File: src/rtl/gbt_pkg.sv
`timescale 1ns / 1ps
package gbt_pkg;

  localparam int NUM_HYP   = 8;
  localparam int IDX_W     = 3;
  localparam int ADDR_W    = 2 * IDX_W;
  localparam int MEM_DEPTH = NUM_HYP * NUM_HYP;
  localparam int VAL_W     = 32;
  localparam int FRAC      = 30;
  localparam int ALPHA_W   = 31;
  localparam int CNT_W     = 4;
  localparam int DEN_W     = FRAC + 1;
  localparam int REM_W     = FRAC;

  localparam logic [VAL_W-1:0] VMAX    = {VAL_W{1'b1}};
  localparam logic [VAL_W-1:0] ONE_VAL = VAL_W'(1) << FRAC;

  localparam logic [1:0] MODE_WEIGHT = 2'd0;
  localparam logic [1:0] MODE_EDGE   = 2'd1;
  localparam logic [1:0] MODE_PVAL   = 2'd2;

  localparam logic CFG_ALPHA = 1'b0;
  localparam logic CFG_NHYP  = 1'b1;

  typedef enum logic [3:0] {
    ST_IDLE,
    ST_COPY,
    ST_SMUL,
    ST_SCMP,
    ST_RRD1,
    ST_RRD2,
    ST_RMUL1,
    ST_RMUL2,
    ST_RWGT,
    ST_ERD1,
    ST_ERD2,
    ST_EMUL,
    ST_ENUM,
    ST_EDIV,
    ST_ZROW,
    ST_DONE
  } state_t;

  function automatic logic [VAL_W-1:0] fx_sat(input logic [2*VAL_W-1:0] p);
    logic [VAL_W-1:0] r;
    if (p[2*VAL_W-1:FRAC+VAL_W] != '0) begin
      r = VMAX;
    end else begin
      r = p[FRAC+VAL_W-1:FRAC];
    end
    return r;
  endfunction

  function automatic logic [VAL_W-1:0] sat_add(input logic [VAL_W-1:0] a,
                                               input logic [VAL_W-1:0] b);
    logic [VAL_W:0] s;
    s = {1'b0, a} + {1'b0, b};
    return s[VAL_W] ? VMAX : s[VAL_W-1:0];
  endfunction

endpackage

File: src/rtl/gbt_div.sv
`timescale 1ns / 1ps
module gbt_div import gbt_pkg::*; (
  input  logic                 clk,
  input  logic                 rst,
  input  logic                 start,
  input  logic [VAL_W-1:0]     num,
  input  logic [DEN_W-1:0]     den,
  output logic                 done,
  output logic [VAL_W-1:0]     quot
);

  logic             run;
  logic [4:0]       cnt;
  logic [REM_W-1:0] rem;
  logic [VAL_W-1:0] src;
  logic [DEN_W-1:0] dreg;
  logic [DEN_W-1:0] rem2;
  logic             qbit;

  assign rem2 = {rem, src[VAL_W-1]};
  assign qbit = (rem2 >= dreg);

  always_ff @(posedge clk) begin
    if (rst) begin
      run  <= 1'b0;
      done <= 1'b0;
      cnt  <= '0;
    end else begin
      done <= run && (cnt == 5'd31);
      if (start) begin
        run  <= 1'b1;
        cnt  <= '0;
        rem  <= num[VAL_W-1:2];
        src  <= {num[1:0], {(VAL_W-2){1'b0}}};
        dreg <= den;
        quot <= '0;
      end else if (run) begin
        rem  <= qbit ? REM_W'(rem2 - dreg) : rem2[REM_W-1:0];
        quot <= {quot[VAL_W-2:0], qbit};
        src  <= {src[VAL_W-2:0], 1'b0};
        cnt  <= cnt + 5'd1;
        if (cnt == 5'd31) begin
          run <= 1'b0;
        end
      end
    end
  end

endmodule

File: config.mk
export PLATFORM = sky130hd
export DESIGN_NAME = gbt_div
export DESIGN_NICKNAME = d
export VERILOG_FILES = /design/src/rtl/gbt_pkg.sv /design/src/rtl/gbt_div.sv
export SDC_FILE = /design/constraint.sdc
export NUM_CORES = 1
export LEC_CHECK = 0
export ABC_AREA = 1
export BUFFER_PORTS_ARGS = -buffer_cell sky130_fd_sc_hd__buf_2
export CORE_MARGIN = 3
export CORE_UTILIZATION = 25
export DETAILED_ROUTE_END_ITERATION = 8
export GPL_ROUTABILITY_DRIVEN = 0
export PLACE_DENSITY = 0.53
export SLEW_MARGIN = 30
export SYNTH_ARGS = -nofsm -noshare
export SYNTH_HDL_FRONTEND = slang
export SYNTH_SLANG_ARGS = --single-unit
export TNS_END_PERCENT = 10
File: constraint.sdc
create_clock -name clk -period 6.22 [get_ports clk]
set_clock_uncertainty 0.15 [all_clocks]
set_input_delay 0.311 -clock clk [delete_from_list [all_inputs] [get_ports clk]]
set_output_delay 0.311 -clock clk [all_outputs]
set_load 0.05 [all_outputs]
==> impl_metrics.sql <==
INSERT INTO impl_metrics (metric_group, metric, value, unit) VALUES
('outcome', 'run_status', 'complete, no violations', ''),
('synth', 'mappedNetlistNets', '1051', ''),
('clock_network', 'clock_path_buffers', '2', ''),
('worst_hold_path', 'min-delay-path-class', 'input port to flip-flop', ''),
('floorplan', 'number_of_rows_created_at_floorplan', '61', ''),
('clock_network', 'clock-sinks', '102', ''),
('synth', 'synth-async-reset-ratio', '0', ''),
('global_route', 'first_global_vias', '5820', ''),
('setup_path', 'worst_ep_arrival_time', '2.76', 'ns'),
('routing', 'routedWlPerCell', '12.4', 'um'),
('synth', 'yosysUniqueCellTypes', '36', ''),
('setup_path', 'worstSetupEndpointType', 'flip-flop', ''),
('setup_path', 'worst-endpoint-required', '6.19', 'ns'),
('pwr', 'vdd_drop_max', '0.157', 'mV'),
('routing', 'detail_route.iter0.violations', '278', ''),
('synth', 'postSynthAreaPerCell', '7.47', 'um^2'),
('final_layout', 'insertedDiodeCount', '0', ''),
('final_layout', 'final_cells', '1462', ''),
('sta', 'finalCriticalPeriod', '2.79', 'ns'),
('clock_network', 'tritoncts_clock_tree', 'built', ''),
('synth', 'ys_warn_count', '0', ''),
('setup_path', 'critical_path_class', 'flip-flop to flip-flop', ''),
('final_layout', 'most-common-layout-cells', '328 x sky130_fd_sc_hd__nand2_1, 214 x sky130_fd_sc_hd__inv_1, 98 x sky130_fd_sc_hd__buf_2', ''),
('final_layout', 'final_common_cell', 'sky130_fd_sc_hd__nand2_1', ''),
('final_layout', 'nets', '1179', ''),
('sta', 'maxSlewHeadroom', '0.531', ''),
('sta', 'final-max-slew-violation-count', '0', ''),
('sta', 'setup_violations', '0', ''),
('sta', 'max_clock_freq', '359', 'MHz'),
('global_route', 'track_usage', '0.121', ''),
('place', 'place_inst', '1414', ''),
('global_route', 'grt_start_max_net_pins', '67', ''),
('sta', 'final-hold-violation-count', '0', ''),
('clock_network', 'h-tree-depth', '3', ''),
('setup_path', 'worstSetupStartpointType', 'flip-flop', ''),
('sta', 'final.period_utilization', '0.448', ''),
('synth', 'synth_enable_flop_cells', '95', ''),
('floorplan', 'floorplan.core_area', '27900', 'um^2'),
('final_layout', 'finish.utilization', '0.311', ''),
('routing', 'drt-pass1-iter-count', '5', ''),
('sta', 'totalNegativeSetupSlack', '0', 'ns'),
('setup_path', 'setup.reg_to_reg.worst_slack', '3.43', 'ns'),
('synth', 'post_synth_inst_count', '951', ''),
('global_route', 'grt_antenna_before_repair', '0', ''),
('clock_network', 'tritoncts.num_buffers', '9', ''),
('clock_network', 'ctsRootBufferMaster', 'sky130_fd_sc_hd__clkbuf_16', ''),
('setup_path', 'cp_max_fo', '31', ''),
('final_layout', 'final_layout_size_suffix_gt1_frac', '0.171', ''),
('routing', 'route.final.wire_length', '18100', 'um'),
('clock_network', 'clk_pin_slew_worst_paths', '0.08', 'ns'),
('floorplan', 'floorplan_die_area', '30500', 'um^2'),
('sta', 'grt_setup_unrepaired', 'false', ''),
('sta', 'worst_slew_pin_slew', '0.703', 'ns'),
('floorplan', 'die_width', '175', 'um'),
('final_layout', 'area_added_between_synthesis_and_finish', '22.0', '%'),
('pwr', 'static-leakage-power', '0.00444', 'uW'),
('global_route', 'grt_overflow_total', '0', ''),
('floorplan', 'initial_utilization', '0.255', ''),
('flow_run', 'number_of_max_cap_violations', '0', ''),
('routing', 'drc_errors', '0', ''),
('place', 'hpwlAfterDp', '13900', 'um'),
('floorplan', 'die_h', '175', 'um'),
('synth', 'dominantRegCellSynth', 'sky130_fd_sc_hd__edfxtp_1', ''),
('clock_network', 'clkLatencyLatePin', '0.37', 'ns'),
('pwr', 'powerDensity', '239', 'nW/um^2'),
('global_route', 'grt_pass1_wl', '29700', 'um'),
('floorplan', 'floorplan.io_pins', '99', ''),
('clock_network', 'cts_setup_buffers', '0', ''),
('synth', 'synth.ff_latch_count', '102', ''),
('synth', 'seq_area_frac_synth', '0.421', ''),
('place', 'port-buffer-count', '98', ''),
('sta', 'hold_ws', '0.0600', 'ns'),
('routing', 'drt.antenna.violating_nets', '0', ''),
('synth', 'post_synthesis_cell_area', '7100', 'um^2'),
('routing', 'vias_per_cell', '4.07', ''),
('routing', 'dr_total_vias', '5945', '');
-- per-layer routing --
metal / global-route usage / vias up / routed length [um]
met5: 0 / - / 0
met4: 0.0366 / 0 / 299
met3: 0.0291 / 20 / 881
met2: 0.194 / 126 / 7990
met1: 0.161 / 2635 / 8890
li1: - / 3164 / -
-- worst max-delay path, stage by stage (launching register included) --
cell	delay [ns]
sky130_fd_sc_hd__edfxtp_1	0.41
sky130_fd_sc_hd__ha_1	0.37
sky130_fd_sc_hd__nand2_1	0.16
sky130_fd_sc_hd__inv_1	0.09
sky130_fd_sc_hd__a21oi_2	0.15
sky130_fd_sc_hd__nand2_2	0.11
sky130_fd_sc_hd__nand2_1	0.07
sky130_fd_sc_hd__nand2_1	0.14
sky130_fd_sc_hd__nand2_2	0.12
sky130_fd_sc_hd__nand3_4	0.34
sky130_fd_sc_hd__nand2_2	0.27
sky130_fd_sc_hd__nand2_1	0.07
sky130_fd_sc_hd__nand2_1	0.06
sky130_fd_sc_hd__nand2_1	0.05
-- cells in the mapped netlist, types with 4 or more instances --
master,instances,area [um^2]
sky130_fd_sc_hd__nand2_1,328,1230
sky130_fd_sc_hd__inv_1,214,803
sky130_fd_sc_hd__edfxtp_1,95,2850
sky130_fd_sc_hd__nor2_1,74,278
sky130_fd_sc_hd__nand3_1,52,260
sky130_fd_sc_hd__ha_1,33,413
sky130_fd_sc_hd__nand3_2,27,270
sky130_fd_sc_hd__a21oi_1,20,100
sky130_fd_sc_hd__nand2_2,14,87.6
sky130_fd_sc_hd__xnor2_1,14,123
sky130_fd_sc_hd__nand4_1,9,56.3
sky130_fd_sc_hd__nor2_2,9,56.3
sky130_fd_sc_hd__buf_6,7,78.8
sky130_fd_sc_hd__clkbuf_1,7,26.3
sky130_fd_sc_hd__dfxtp_1,7,140
sky130_fd_sc_hd__and2_1,5,31.3
sky130_fd_sc_hd__nor3_1,5,25.0
sky130_fd_sc_hd__nand3b_1,4,30.0
-- path summary, 6_finish.rpt --
| kind | start | end | depth (start not counted) |
|---|---|---|---|
| setup reg to reg | rem[4] | rem[28] | 13 |
| hold reg to reg | cnt[4] | cnt[4] | 2 |
| setup / recovery | rem[4] | rem[28] | 13 |
| hold / removal | num[29] | rem[27] | 3 |
-- cells by family (layout without fill, tap and decap cells) --
family	after synthesis	count (layout)	share of synthesized area
XOR/XNOR	15	15	0.0185
flip-flops	102	102	0.421
AND/OR/NAND/NOR	536	536	0.341
buffers and inverters	235	368	0.134
adder cells (fa/ha/maj)	34	34	0.0610
AO/OA/AOI/OAI	29	29	0.0245
-- stage by stage --
stage	instance area [um^2]	setup slack [ns]	total power, uW
floorplan	7100	1.79	1320
global placement	7980	3.16	1450
detailed placement	8000	3.08	1470
CTS	8630	3.40	2110
global route	8660	3.14	2220
finish	8660	3.43	2070
-- registers in the layout, summed over array words and instances (netlist names) --
register,cells
cnt,5
done,1
rem,30
src,2
quot,32
dreg,31
run,1
-- cell type report --
type	instances	area, um^2
fill	2996	19200
timing repair buffer	134	878
inverter	218	818
multi-input combinational	614	3180
clock buffer	9	225
sequential	102	2990
clock inverter	7	95.1
tap	378	473
-- timing repair --
action / CTS / global route
resized for setup: 0 / 0
endpoints found under the hold margin: 31 / 0
hold buffers: 31 / 0
endpoints found under the setup margin: 0 / 0
-- where the power goes --
part	internal, uW	switching [uW]
registers	812	22.2
clock network	326	284
logic	222	407
total	1360	713
(Power assumes the default switching activity.)
